### config.mk
export PLATFORM = sky130hd
export DESIGN_NAME = feistel_cbc_block_cipher_top
export DESIGN_NICKNAME = d
export VERILOG_FILES = /design/src/rtl/fcbc_pkg.sv /design/src/rtl/fcbc_queue.sv /design/src/rtl/fcbc_round.sv /design/src/rtl/fcbc_engine.sv /design/src/rtl/feistel_cbc_block_cipher_top.sv
export SDC_FILE = /design/constraint.sdc
export NUM_CORES = 1
export LEC_CHECK = 0
export BUFFER_PORTS_ARGS = -buffer_cell sky130_fd_sc_hd__buf_4
export CELL_PAD_IN_SITES_DETAIL_PLACEMENT = 0
export CELL_PAD_IN_SITES_GLOBAL_PLACEMENT = 2
export CORE_MARGIN = 2
export CORE_UTILIZATION = 44
export CTS_BUF_LIST = sky130_fd_sc_hd__clkbuf_8 sky130_fd_sc_hd__clkbuf_16
export CTS_CLUSTER_DIAMETER = 100
export DETAILED_ROUTE_END_ITERATION = 8
export GPL_TIMING_DRIVEN = 0
export PLACE_DENSITY = 0.83
export SETUP_SLACK_MARGIN = 0.05
export SLEW_MARGIN = 20
export SYNTH_ARGS = -nofsm -noshare
export SYNTH_HDL_FRONTEND = slang
export SYNTH_SLANG_ARGS = --single-unit
### constraint.sdc
create_clock -name clk -period 9.35 [get_ports clk]
set_input_delay 1.87 -clock clk [delete_from_list [all_inputs] [get_ports clk]]
set_output_delay 1.87 -clock clk [all_outputs]
set_load 0.05 [all_outputs]
### src/rtl/fcbc_pkg.sv
// ----------------------------------------------------------------------------
// fcbc_pkg: shared types, constants and helpers of the Feistel CBC cipher
// Field widths, register indexes, round-count saturation, and half-block and key rotations.
// ----------------------------------------------------------------------------
`default_nettype none

package fcbc_pkg;

  localparam int DATA_W     = 64;
  localparam int HALF_W     = 32;
  localparam int KEY_W      = 64;
  localparam int RC_W       = 5;
  localparam int CNT_W      = 4;
  localparam int CFG_IDX_W  = 2;
  localparam int CFG_DATA_W = 64;

  localparam int MAX_ROUNDS = 16;
  localparam int ROT_F      = 9;
  localparam int ROT_K      = 11;
  localparam int KEY_STEP   = 4;
  localparam int SUBKEY_LSB = 5;

  localparam int QUEUE_DEPTH_DEF = 2;

  // Configuration register indexes
  localparam logic [CFG_IDX_W-1:0] REG_CIPHER_KEY   = 2'd0;
  localparam logic [CFG_IDX_W-1:0] REG_ROUND_COUNT  = 2'd1;
  localparam logic [CFG_IDX_W-1:0] REG_INIT_VECTOR  = 2'd2;
  localparam logic [CFG_IDX_W-1:0] REG_DECRYPT_MODE = 2'd3;

  localparam logic [RC_W-1:0] ROUND_COUNT_RST = 5'd2;

  typedef struct packed {
    logic [DATA_W-1:0] data_block;
    logic              first_block;
  } fcbc_item_t;

  typedef struct packed {
    logic [KEY_W-1:0]  cipher_key;
    logic [RC_W-1:0]   round_count;
    logic [DATA_W-1:0] init_vector;
    logic              decrypt_mode;
  } fcbc_cfg_t;

  // Last round index: rounds saturate to 1..MAX_ROUNDS
  function automatic logic [CNT_W-1:0] last_round(input logic [RC_W-1:0] rc);
    logic [CNT_W-1:0] res;
    if (rc == '0) begin
      res = '0;
    end else if (rc > RC_W'(MAX_ROUNDS)) begin
      res = CNT_W'(MAX_ROUNDS - 1);
    end else begin
      res = CNT_W'(rc - 5'd1);
    end
    return res;
  endfunction

  // Rotate the key right by KEY_STEP times a round index
  function automatic logic [KEY_W-1:0] key_rotr(input logic [KEY_W-1:0] v,
                                                input logic [CNT_W-1:0] idx);
    logic [2*KEY_W-1:0] dbl;
    dbl = {v, v} >> (idx * KEY_STEP);
    return dbl[KEY_W-1:0];
  endfunction

  function automatic logic [HALF_W-1:0] rotl32(input logic [HALF_W-1:0] v,
                                               input int n);
    return (v << n) | (v >> (HALF_W - n));
  endfunction

  function automatic logic [HALF_W-1:0] rotr32(input logic [HALF_W-1:0] v,
                                               input int n);
    return (v >> n) | (v << (HALF_W - n));
  endfunction

endpackage

`default_nettype wire

### src/rtl/fcbc_queue.sv
// ----------------------------------------------------------------------------
// fcbc_queue: front request queue
// Accepts requests from the input channel and holds them for the round engine.
// ----------------------------------------------------------------------------
`default_nettype none

module fcbc_queue #(
  parameter int DEPTH = fcbc_pkg::QUEUE_DEPTH_DEF
) (
  input  wire                 clk,
  input  wire                 rst_n,
  input  wire                 push_valid,
  output logic                push_stall,
  input  fcbc_pkg::fcbc_item_t push_item,
  output logic                pop_valid,
  input  wire                 pop_take,
  output fcbc_pkg::fcbc_item_t pop_item
);

  localparam int PTR_W = (DEPTH > 1) ? $clog2(DEPTH) : 1;
  localparam int CNT_W = $clog2(DEPTH + 1);

  fcbc_pkg::fcbc_item_t mem_r [DEPTH];
  logic [PTR_W-1:0] wr_ptr_r, wr_ptr_nxt;
  logic [PTR_W-1:0] rd_ptr_r, rd_ptr_nxt;
  logic [CNT_W-1:0] count_r, count_nxt;
  logic push, pop;

  assign push_stall = (count_r == CNT_W'(DEPTH));
  assign pop_valid  = (count_r != '0);
  assign pop_item   = mem_r[rd_ptr_r];
  assign push       = push_valid && !push_stall;
  assign pop        = pop_valid && pop_take;

  always_comb begin
    wr_ptr_nxt = wr_ptr_r;
    rd_ptr_nxt = rd_ptr_r;
    count_nxt  = count_r;
    if (push) begin
      wr_ptr_nxt = (wr_ptr_r == PTR_W'(DEPTH - 1)) ? '0 : wr_ptr_r + 1'b1;
    end
    if (pop) begin
      rd_ptr_nxt = (rd_ptr_r == PTR_W'(DEPTH - 1)) ? '0 : rd_ptr_r + 1'b1;
    end
    if (push && !pop) begin
      count_nxt = count_r + 1'b1;
    end else if (pop && !push) begin
      count_nxt = count_r - 1'b1;
    end
  end

  always_ff @(posedge clk) begin
    if (!rst_n) begin
      wr_ptr_r <= '0;
      rd_ptr_r <= '0;
      count_r  <= '0;
    end else begin
      wr_ptr_r <= wr_ptr_nxt;
      rd_ptr_r <= rd_ptr_nxt;
      count_r  <= count_nxt;
    end
  end

  // Payload storage, no reset
  always_ff @(posedge clk) begin
    if (push) begin
      mem_r[wr_ptr_r] <= push_item;
    end
  end

endmodule

`default_nettype wire

### src/rtl/fcbc_round.sv
// ----------------------------------------------------------------------------
// fcbc_round: one Feistel round
// New left is the old right; new right is left xor F(right, subkey).
// ----------------------------------------------------------------------------
`default_nettype none

module fcbc_round (
  input  wire  [fcbc_pkg::HALF_W-1:0] l_in,
  input  wire  [fcbc_pkg::HALF_W-1:0] r_in,
  input  wire  [fcbc_pkg::HALF_W-1:0] subkey,
  output logic [fcbc_pkg::HALF_W-1:0] l_out,
  output logic [fcbc_pkg::HALF_W-1:0] r_out
);

  logic [fcbc_pkg::HALF_W-1:0] f_val;

  assign f_val = fcbc_pkg::rotl32(r_in, fcbc_pkg::ROT_F)
               ^ ~(fcbc_pkg::rotr32(subkey, fcbc_pkg::ROT_K) ^ r_in);
  assign l_out = r_in;
  assign r_out = l_in ^ f_val;

endmodule

`default_nettype wire

### src/rtl/fcbc_engine.sv
// ----------------------------------------------------------------------------
// fcbc_engine: back-end round sequencer with CBC chaining
// Runs one round per cycle, applies the chain and holds the result register.
// ----------------------------------------------------------------------------
`default_nettype none

module fcbc_engine (
  input  wire                                clk,
  input  wire                                rst_n,
  input  fcbc_pkg::fcbc_cfg_t                cfg,
  input  wire                                q_valid,
  output logic                               q_take,
  input  fcbc_pkg::fcbc_item_t               q_item,
  output logic                               out_valid,
  input  wire                                out_stall,
  output logic [fcbc_pkg::DATA_W-1:0]        out_data
);

  localparam logic [1:0] ST_IDLE = 2'd0;
  localparam logic [1:0] ST_RUN  = 2'd1;
  localparam logic [1:0] ST_DONE = 2'd2;

  logic [1:0]                   state_r, state_nxt;
  logic [fcbc_pkg::CNT_W-1:0]   cnt_r, cnt_nxt;
  logic [fcbc_pkg::HALF_W-1:0]  l_r, l_nxt, r_r, r_nxt;
  logic [fcbc_pkg::KEY_W-1:0]   key_r, key_nxt;
  logic                         dec_r, dec_nxt;
  logic                         chain_en_r, chain_en_nxt;
  logic [fcbc_pkg::DATA_W-1:0]  link_r, link_nxt;
  logic [fcbc_pkg::DATA_W-1:0]  din_r, din_nxt;
  logic [fcbc_pkg::DATA_W-1:0]  chain_r, chain_nxt;
  logic                         out_valid_r, out_valid_nxt;
  logic [fcbc_pkg::DATA_W-1:0]  out_data_r, out_data_nxt;

  logic [fcbc_pkg::HALF_W-1:0]  rl_out, rr_out;
  logic [fcbc_pkg::DATA_W-1:0]  fin_res, chain_new, chain_view, link_sel, x_blk;
  logic [fcbc_pkg::CNT_W-1:0]   last_idx;
  logic                         out_free, fire_done, load, chain_on;

  fcbc_round u_round (
    .l_in   (l_r),
    .r_in   (r_r),
    .subkey (key_r[fcbc_pkg::SUBKEY_LSB +: fcbc_pkg::HALF_W]),
    .l_out  (rl_out),
    .r_out  (rr_out)
  );

  assign out_free  = !out_valid_r || !out_stall;
  assign fire_done = (state_r == ST_DONE) && out_free;
  assign load      = q_valid && ((state_r == ST_IDLE) || fire_done);
  assign q_take    = load;

  // Undo the final swap and apply the decrypt-side chain
  assign fin_res   = {r_r, l_r}
                   ^ ((dec_r && chain_en_r) ? link_r : '0);
  assign chain_new = dec_r ? din_r : fin_res;
  // Forward the chain value being retired in the same cycle as the next load
  assign chain_view = (state_r == ST_DONE) ? chain_new : chain_r;

  assign chain_on = (cfg.init_vector != '0);
  assign link_sel = q_item.first_block ? cfg.init_vector : chain_view;
  assign x_blk    = (!cfg.decrypt_mode && chain_on) ? (q_item.data_block ^ link_sel)
                                                    : q_item.data_block;
  assign last_idx = fcbc_pkg::last_round(cfg.round_count);

  always_comb begin
    state_nxt     = state_r;
    cnt_nxt       = cnt_r;
    l_nxt         = l_r;
    r_nxt         = r_r;
    key_nxt       = key_r;
    dec_nxt       = dec_r;
    chain_en_nxt  = chain_en_r;
    link_nxt      = link_r;
    din_nxt       = din_r;
    chain_nxt     = chain_r;
    out_valid_nxt = out_valid_r && out_stall;
    out_data_nxt  = out_data_r;

    unique case (state_r)
      ST_RUN: begin
        l_nxt   = rl_out;
        r_nxt   = rr_out;
        key_nxt = dec_r ? {key_r[fcbc_pkg::KEY_W-fcbc_pkg::KEY_STEP-1:0],
                           key_r[fcbc_pkg::KEY_W-1 -: fcbc_pkg::KEY_STEP]}
                        : {key_r[fcbc_pkg::KEY_STEP-1:0],
                           key_r[fcbc_pkg::KEY_W-1:fcbc_pkg::KEY_STEP]};
        if (cnt_r == '0) begin
          state_nxt = ST_DONE;
        end else begin
          cnt_nxt = cnt_r - 1'b1;
        end
      end
      ST_DONE: begin
        if (out_free) begin
          out_valid_nxt = 1'b1;
          out_data_nxt  = fin_res;
          chain_nxt     = chain_new;
          state_nxt     = ST_IDLE;
        end
      end
      ST_IDLE: begin
        state_nxt = ST_IDLE;
      end
      default: begin
        state_nxt = ST_IDLE;
      end
    endcase

    // Load the next request; decryption starts from the last subkey
    if (load) begin
      state_nxt    = ST_RUN;
      cnt_nxt      = last_idx;
      l_nxt        = x_blk[fcbc_pkg::DATA_W-1:fcbc_pkg::HALF_W];
      r_nxt        = x_blk[fcbc_pkg::HALF_W-1:0];
      key_nxt      = cfg.decrypt_mode ? fcbc_pkg::key_rotr(cfg.cipher_key, last_idx)
                                      : cfg.cipher_key;
      dec_nxt      = cfg.decrypt_mode;
      chain_en_nxt = chain_on;
      link_nxt     = link_sel;
      din_nxt      = q_item.data_block;
    end
  end

  always_ff @(posedge clk) begin
    if (!rst_n) begin
      state_r     <= ST_IDLE;
      chain_r     <= '0;
      out_valid_r <= 1'b0;
    end else begin
      state_r     <= state_nxt;
      chain_r     <= chain_nxt;
      out_valid_r <= out_valid_nxt;
    end
  end

  always_ff @(posedge clk) begin
    cnt_r      <= cnt_nxt;
    l_r        <= l_nxt;
    r_r        <= r_nxt;
    key_r      <= key_nxt;
    dec_r      <= dec_nxt;
    chain_en_r <= chain_en_nxt;
    link_r     <= link_nxt;
    din_r      <= din_nxt;
    out_data_r <= out_data_nxt;
  end

  assign out_valid = out_valid_r;
  assign out_data  = out_data_r;

endmodule

`default_nettype wire

### src/rtl/feistel_cbc_block_cipher_top.sv
// ----------------------------------------------------------------------------
// feistel_cbc_block_cipher_top: 64-bit Feistel block cipher with CBC chaining
// Request queue in front of a one-round-per-cycle engine.
// ----------------------------------------------------------------------------
// Usage:
//   Input channel (in_valid / in_stall): one request carries a 64-bit block
//   and a first-block flag that restarts the chain from the IV. A request is
//   taken when in_valid is high and in_stall is low; in_stall rises only
//   while the front queue is full.
//   Result channel (out_valid / out_stall): one 64-bit block per request, in
//   request order. While out_stall is high the result holds; the engine
//   finishes its current block and waits, and the queue keeps taking requests
//   until it fills.
//   Configuration (cfg_we / cfg_index / cfg_wdata): key, round count, IV and
//   mode; write only while the block is idle.
//   Each request passes from the queue through the engine rounds into the
//   result register (round count saturated to 1..16). The engine works on
//   one block at a time with the single round unit that it reuses each
//   cycle; chaining makes each block depend on the previous ciphertext.
//   Reset (synchronous, active low): empties the queue, drops any block in
//   flight, clears the chain to zero and restores register defaults
//   (round count 2, encrypt, zero key and IV).
// ----------------------------------------------------------------------------
`default_nettype none

module feistel_cbc_block_cipher_top #(
  parameter int QUEUE_DEPTH = fcbc_pkg::QUEUE_DEPTH_DEF
) (
  input  wire                                clk,
  input  wire                                rst_n,
  input  wire                                in_valid,
  output logic                               in_stall,
  input  wire  [fcbc_pkg::DATA_W-1:0]        in_data_block,
  input  wire                                in_first_block,
  output logic                               out_valid,
  input  wire                                out_stall,
  output logic [fcbc_pkg::DATA_W-1:0]        out_result_block,
  input  wire                                cfg_we,
  input  wire  [fcbc_pkg::CFG_IDX_W-1:0]     cfg_index,
  input  wire  [fcbc_pkg::CFG_DATA_W-1:0]    cfg_wdata
);

  fcbc_pkg::fcbc_cfg_t  cfg_r, cfg_nxt;
  fcbc_pkg::fcbc_item_t in_item, q_item;
  logic                 q_valid, q_take;

  // Configuration registers
  always_comb begin
    cfg_nxt = cfg_r;
    if (cfg_we) begin
      unique case (cfg_index)
        fcbc_pkg::REG_CIPHER_KEY:   cfg_nxt.cipher_key   = cfg_wdata;
        fcbc_pkg::REG_ROUND_COUNT:  cfg_nxt.round_count  = cfg_wdata[fcbc_pkg::RC_W-1:0];
        fcbc_pkg::REG_INIT_VECTOR:  cfg_nxt.init_vector  = cfg_wdata;
        fcbc_pkg::REG_DECRYPT_MODE: cfg_nxt.decrypt_mode = cfg_wdata[0];
        default: cfg_nxt = cfg_r;
      endcase
    end
  end

  always_ff @(posedge clk) begin
    if (!rst_n) begin
      cfg_r.cipher_key   <= '0;
      cfg_r.round_count  <= fcbc_pkg::ROUND_COUNT_RST;
      cfg_r.init_vector  <= '0;
      cfg_r.decrypt_mode <= 1'b0;
    end else begin
      cfg_r <= cfg_nxt;
    end
  end

  assign in_item.data_block  = in_data_block;
  assign in_item.first_block = in_first_block;

  // Front: hold accepted requests
  fcbc_queue #(
    .DEPTH (QUEUE_DEPTH)
  ) u_queue (
    .clk        (clk),
    .rst_n      (rst_n),
    .push_valid (in_valid),
    .push_stall (in_stall),
    .push_item  (in_item),
    .pop_valid  (q_valid),
    .pop_take   (q_take),
    .pop_item   (q_item)
  );

  // Back: rounds, chaining and result register
  fcbc_engine u_engine (
    .clk       (clk),
    .rst_n     (rst_n),
    .cfg       (cfg_r),
    .q_valid   (q_valid),
    .q_take    (q_take),
    .q_item    (q_item),
    .out_valid (out_valid),
    .out_stall (out_stall),
    .out_data  (out_result_block)
  );

endmodule

`default_nettype wire

# Yosys cells after proc, flatten, opt, wreduce, memory -nomap -nowiden
# Memory sizes are Yosys's and may differ from the RTL's. A register that Yosys moved wholly into a read port is not among the register bits.
# Index checks and enable logic that the tools add are counted.
# Widths: inputs -> output; s select.
dict set report word_totals {
  register_bits 531
  ram_bits 130
  inputBits 136
  out_inout_bits 66
  elab_cells 115
  n_memories 1
}
dict set report op_classes {
  add_sub_neg 6
  n_lt_le_gt_ge 1
  n_eq_ne 11
  shifts 1
  muxes 32
  bitwise 9
  reduce_logical 34
}
# memory words word_bits rd rd_clocked_by_memory_dff write_ports line_no
set memory_table {}
lappend memory_table {u_queue.mem_r 2 65 1 1 1 fcbc_queue.sv:23} ;# fcbc_pkg::fcbc_item_t mem_r [DEPTH];
# op n
set ops {}
lappend ops {{$mux 64} 9}
lappend ops {{$mux 32} 4}
lappend ops {{$shr 128x6->64} 1}
lappend ops {{$xor 64x64->64} 2}
lappend ops {{$xor 32x32->32} 3}
lappend ops {{$reduce_bool 64->1} 1}
lappend ops {{$not 32->32} 1}
lappend ops {{$or 21x32->32} 1}
lappend ops {{$or 32x9->32} 1}
lappend ops {{$mux 4} 5}
lappend ops {{$reduce_and 2->1} 8}
lappend ops {{$logic_and 1x1->1} 9}
lappend ops {{$mux 1} 9}
lappend ops {{$eq 2x2->1 const B} 4}
lappend ops {{$mux 2} 4}
lappend ops {{$sub 4x1->4 const B} 2}
lappend ops {{$logic_not 1->1} 6}
lappend ops {{$ne 3x2->1 const B} 2}
lappend ops {{$reduce_bool 2->1} 3}
lappend ops {{$gt 5x5->1 const B} 1}
lappend ops {{$logic_not 5->1} 1}
lappend ops {{$eq 2x1->1 const B} 2}
lappend ops {{$logic_not 2->1} 2}
lappend ops {{$logic_not 4->1} 1}
lappend ops {{9 further kinds} 12}

# Longest topological paths before layout
dict set report depth {
  ltp_word 9
  mapped_depth 13
  depth_no_buf 8
}

# By module
# From an unflattened synthesis, not the netlist that was laid out.
dict set report hier_totals {
  hier_cells 3104
  hier_area_um2 33579.7
}
# module n_inst cells_each area_each_um2 seq_area_each_um2
set modules_own_cells {}
lappend modules_own_cells {fcbc_engine 1 2242 22441.5 11130.7}
lappend modules_own_cells {feistel_cbc_block_cipher_top 1 507 5116.2 2682.6}
lappend modules_own_cells {fcbc_queue 1 227 4941.0 4003.8}
lappend modules_own_cells {fcbc_round 1 128 1081.0 0.0}

# Worst setup path before layout
# No wires, ideal clock.
dict set report synth_path {
  kind {input to register}
  from {in out_stall}
  to {reg u_engine.key_r[42] (netlist name), data pin}
  setup_time_ns 0.260
  t_arrival_ns 6.226
  required_time_ns 9.090
  setup_slack_ns 2.865
  path_stages 8
  path_buffers 3
  path_cell_list {and3_1 -> or2_2 -> buf_2 -> clkbuf_1 -> clkbuf_1 -> inv_1 -> o21ai_0 -> a211o_1}
}
dict set report synth_between {
  elab_chain_cells 6
}
# item line_no
set synth_lines {}
lappend synth_lines {{from (decl)} feistel_cbc_block_cipher_top.sv:36} ;# input wire out_stall,
lappend synth_lines {{$logic_not 1->1} fcbc_engine.sv:48} ;# assign out_free = !out_valid_r || !out_stall;
lappend synth_lines {{$logic_or 1x1->1} fcbc_engine.sv:48}
lappend synth_lines {{$logic_and 1x1->1} fcbc_engine.sv:49} ;# assign fire_done = (state_r == ST_DONE) && out_free;
lappend synth_lines {{$logic_or 1x1->1} fcbc_engine.sv:50} ;# assign load = q_valid && ((state_r == ST_IDLE) || fire_done);
lappend synth_lines {{$logic_and 1x1->1} fcbc_engine.sv:50}
lappend synth_lines {{via q_take} feistel_cbc_block_cipher_top.sv:45} ;# logic q_valid, q_take;
lappend synth_lines {{$mux 64} fcbc_engine.sv:111} ;# if (load) begin
lappend synth_lines {{via u_engine.key_nxt (one bit)} fcbc_engine.sv:26} ;# logic [fcbc_pkg::KEY_W-1:0] key_r, key_nxt;
lappend synth_lines {{to (signal assigned)} fcbc_engine.sv:141} ;# key_r <= key_nxt;
lappend synth_lines {{to (decl)} fcbc_engine.sv:26}
# The timed path passes the listed nets, and every way through them passes these cells.
# A chain may end at the register's enable or synchronous reset.

# Worst setup path in the final report
dict set report layout_path {
  from {in out_stall}
  to {reg u_engine.l_r[10] (netlist name) (enable)}
}
dict set report layout_between {
  elab_chain_cells 6
}
# item line_no
set layout_lines {}
lappend layout_lines {{$logic_not 1->1} fcbc_engine.sv:48}
lappend layout_lines {{$logic_or 1x1->1} fcbc_engine.sv:48}
lappend layout_lines {{$logic_and 1x1->1} fcbc_engine.sv:49}
lappend layout_lines {{$logic_or 1x1->1} fcbc_engine.sv:50}
lappend layout_lines {{$logic_and 1x1->1} fcbc_engine.sv:50}
lappend layout_lines {{$reduce_bool 2->1 (no source line)} -}
lappend layout_lines {{to (signal assigned)} fcbc_engine.sv:139} ;# l_r <= l_nxt;
lappend layout_lines {{to (decl)} fcbc_engine.sv:25} ;# logic [fcbc_pkg::HALF_W-1:0] l_r, l_nxt, r_r, r_nxt;
# No other way between the ends.

==> metrics <==
relative max-transition margin 0.136; number of detailed-route iterations in the first pass 6; vias in the first global route about 28k; # nets final 3,621; area growth from synthesis to final layout 15.6%; Die Wd 280 um; number of DRC violations after detailed-routing iteration 0 between 3k and 4k; final wirelength 150 mm; post-route minimum period around 5.5 ns; result of the run complete, no violations; placement row count 101; leading area contributor after synthesis sky130_fd_sc_hd__edfxtp_1; Hold Vio Cnt, Final 0; Inserted Clock Buffers 70; number of slew-limit violations in the final report 0; placed insts between 4k and 5k; unrepaired setup endpoints after global routing no; DR vias/cell ~6.3; number of top-level design ports a little over 200; Final GP Congestion a little over 1; number of endpoints failing setup at the final stage 0; TritonCTS clock tree done; HP Class flip-flop to flip-flop; number of synthesized flops with an enable pin roughly 460; utilization of the core after routing 0.511; initial core utilization 0.442; most common cell after layout, fill and taps aside sky130_fd_sc_hd__nand2_1; Max Clock Skew approximately 0.024 ns; Worst-Margin Slew between 1 and 1.5 ns; number of levels the H-tree was split into 3; initial antenna violation count 4; fraction of the yosys area taken by sequential cells 0.533; mapped cell area approximately 33,000 sq um; pre-CTS setup slack around 3.3 ns; post-CTS setup-driven buffer insertion count 0; wire length of the first global-routing pass just over 200 mm; wire per inst approximately 33 um; final worst path period share 0.592; vias post-DR 28.6k; placed wire-length estimate after detailed placement 117 mm; power after layout roughly 0.012 W; maximum number of pins on one net before global-route repair 96; peak fanout along the critical path 47; async set-reset flop share out of synthesis 0; category of the most critical setup path input port to flip-flop; arrival time at the worst endpoint slightly below 6 ns; Critical Path Start Type input port; number of register bits inferred by synthesis between 600 and 700; Clock Latency Late Sink between 0.6 and 0.7 ns; Post-route DRC 0; number of nets with antenna violations after routing 0; end point of the critical path u_engine.l_r[10]$_DFFE_PP_; worst path required time between 9 and 10 ns; Worst setup EP type flip-flop; post-cts gate resize count 0; area share of the largest cell type after synthesis 0.410; startpoint of the lowest-slack register-to-register path u_queue.count_r[0]$_SDFFE_PN0P_; setup slack of the worst register-to-register path ~4.7 ns; hold bufs inserted after CTS 0; GR Util All Layers 0.376; reg-to-reg critical path endpoint u_engine.l_r[10]$_DFFE_PP_; highest-count cells in the layout ignoring fill and taps sky130_fd_sc_hd__nand2_1 (757), sky130_fd_sc_hd__edfxtp_1 (456), sky130_fd_sc_hd__xnor2_1 (226); final-layout worst hold slack 0.488 ns; worst-case reg-to-reg path depth 8; PwrDens 320 nW/um^2; synthesized instance count about 3.2k; synthesized net count 3,342; post-layout instance count excluding filler cells approximately 4.5k; clock transition time at the flip-flop clock pins of the worst setup and hold paths roughly 0.060 ns; number of sinks on the clock net between 600 and 700; top cells by area, synth sky130_fd_sc_hd__edfxtp_1 (41%), sky130_fd_sc_hd__dfxtp_1 (12%), sky130_fd_sc_hd__nand2_1 (8.5%), sky130_fd_sc_hd__xnor2_1 (5.9%), sky130_fd_sc_hd__mux2i_1 (5.6%); maxcap violations 0; worst setup margin roughly 3.8 ns; count of port buffers added during placement 200; top_reg_cell synth sky130_fd_sc_hd__edfxtp_1; Clock Tree Buf Depth 3; root cell of the clock tree sky130_fd_sc_hd__clkbuf_16; ratio of cells with drive above 1 in the final layout 0.124; area of the die about 80,000 sq um; beginning of the critical path out_stall; Highest Clock Rate 181 MHz; Post-Syn Area per Cell 10.4 sq um; number of library cell types mapped by synthesis 61; number of warning messages in the yosys log 0; IR Drop Worst-Case VDD around 0.00026 V; final global-route overflow total 0; leakage power between 10 and 15 nW; die span in y ~280 um; floorplan core area 75,600 sq um
[cell type report]
class                      count  area, sq um
sequential                   662        17800
timing repair buffer         207         1670
antenna                        1         2.50
fill                        6820        36900
tap                          978         1220
clock buffer                  74         1830
clock inverter                54          462
inverter                      20         82.6
multi-input combinational   2246        14400
buffer                       274         1110
[sequential cells by signal (all words and copies together) (netlist names), named ones only]
| name | cells |
|---|---|
| u_engine.chain_en_r | 1 |
| u_queue.wr_ptr_r | 1 |
| u_engine.r_r | 32 |
| u_engine.dec_r | 1 |
| u_engine.out_data | 64 |
| u_engine.state_r | 2 |
| cfg_r | 134 |
| u_engine.cnt_r | 4 |
| u_engine.l_r | 32 |
| u_queue.count_r | 2 |
| u_engine.din_r | 64 |
| u_engine.out_valid | 1 |
| u_queue.mem_r | 130 |
| u_engine.chain_r | 64 |
| u_engine.key_r | 64 |
| u_engine.link_r | 64 |
| u_queue.rd_ptr_r | 1 |
[worst min-delay path by stage]
stage / start / end / slack (ns) / cells after the start
3_5_place_dp: cfg_r[0]$_SDFFE_PN0P_ / u_engine.dec_r$_DFFE_PN_ / 0.47 / 0
5_1_grt: cfg_r[0]$_SDFFE_PN0P_ / u_engine.dec_r$_DFFE_PN_ / 0.51 / 0
6_report: cfg_r[12]$_SDFFE_PN0P_ / cfg_r[12]$_SDFFE_PN0P_ / 0.49 / 2
3_3_place_gp: cfg_r[0]$_SDFFE_PN0P_ / u_engine.dec_r$_DFFE_PN_ / 0.47 / 0
2_1_floorplan: cfg_r[0]$_SDFFE_PN0P_ / u_engine.dec_r$_DFFE_PN_ / 0.41 / 0
4_1_cts: cfg_r[7]$_SDFFE_PN0P_ / cfg_r[7]$_SDFFE_PN0P_ / 0.49 / 2
[per-layer routing]
metal,global-route usage,up-vias,routed length (um)
met5,0,-,17
met4,0.265,2,12100
met3,0.0495,446,11600
met2,0.612,1733,69400
met1,0.462,14212,56600
li1,-,12229,-
[worst max-delay path, stage by stage]
cell and delay [ns]:
sky130_fd_sc_hd__buf_4 0.10, sky130_fd_sc_hd__and3_1 0.26, sky130_fd_sc_hd__or2_2 0.14, sky130_fd_sc_hd__buf_2 0.30, sky130_fd_sc_hd__clkbuf_1 0.57, sky130_fd_sc_hd__clkbuf_1 0.76, sky130_fd_sc_hd__buf_1 0.71, sky130_fd_sc_hd__nand2_4 0.64
sky130_fd_sc_hd__buf_12 0.41
[synthesized netlist by cell type (59+ instances only)]
cell,count
sky130_fd_sc_hd__nand2_1,758
sky130_fd_sc_hd__dfxtp_1,206
sky130_fd_sc_hd__a211oi_1,66
sky130_fd_sc_hd__mux2i_1,188
sky130_fd_sc_hd__a22oi_1,59
sky130_fd_sc_hd__clkbuf_1,226
sky130_fd_sc_hd__o21ai_0,145
sky130_fd_sc_hd__o211ai_1,80
sky130_fd_sc_hd__nand3_1,79
sky130_fd_sc_hd__o211a_1,64
sky130_fd_sc_hd__edfxtp_1,456
sky130_fd_sc_hd__xnor2_1,226
sky130_fd_sc_hd__a21boi_0,131
sky130_fd_sc_hd__mux2_2,66
[report_power, final]
| part | internal [W] | total [W] | switching (W) |
|---|---|---|---|
| registers | 0.00434 | 0.00487 | 0.000529 |
| logic | 0.00158 | 0.00465 | 0.00307 |
| clock network | 0.00160 | 0.00282 | 0.00123 |
[through the flow]
stage | instance area, sq um | setup TNS [ns]
2_1_floorplan | 33400 | 0
3_3_place_gp | 36100 | -64.94
3_5_place_dp | 36300 | 0
4_1_cts | 38600 | 0
5_1_grt | 38600 | 0
6_report | 38600 | 0
[kinds of logic after synthesis]
family / Yosys count / share of synthesized area
compound gates: 734 / 0.162
xor+xnor: 229 / 0.0600
fa+ha+maj: 4 / 0.00150
buf+inv: 294 / 0.0354
flops: 662 / 0.533
mux: 256 / 0.0794
simple gates: 1023 / 0.129
Note: power is estimated with default switching activity, not from simulation.
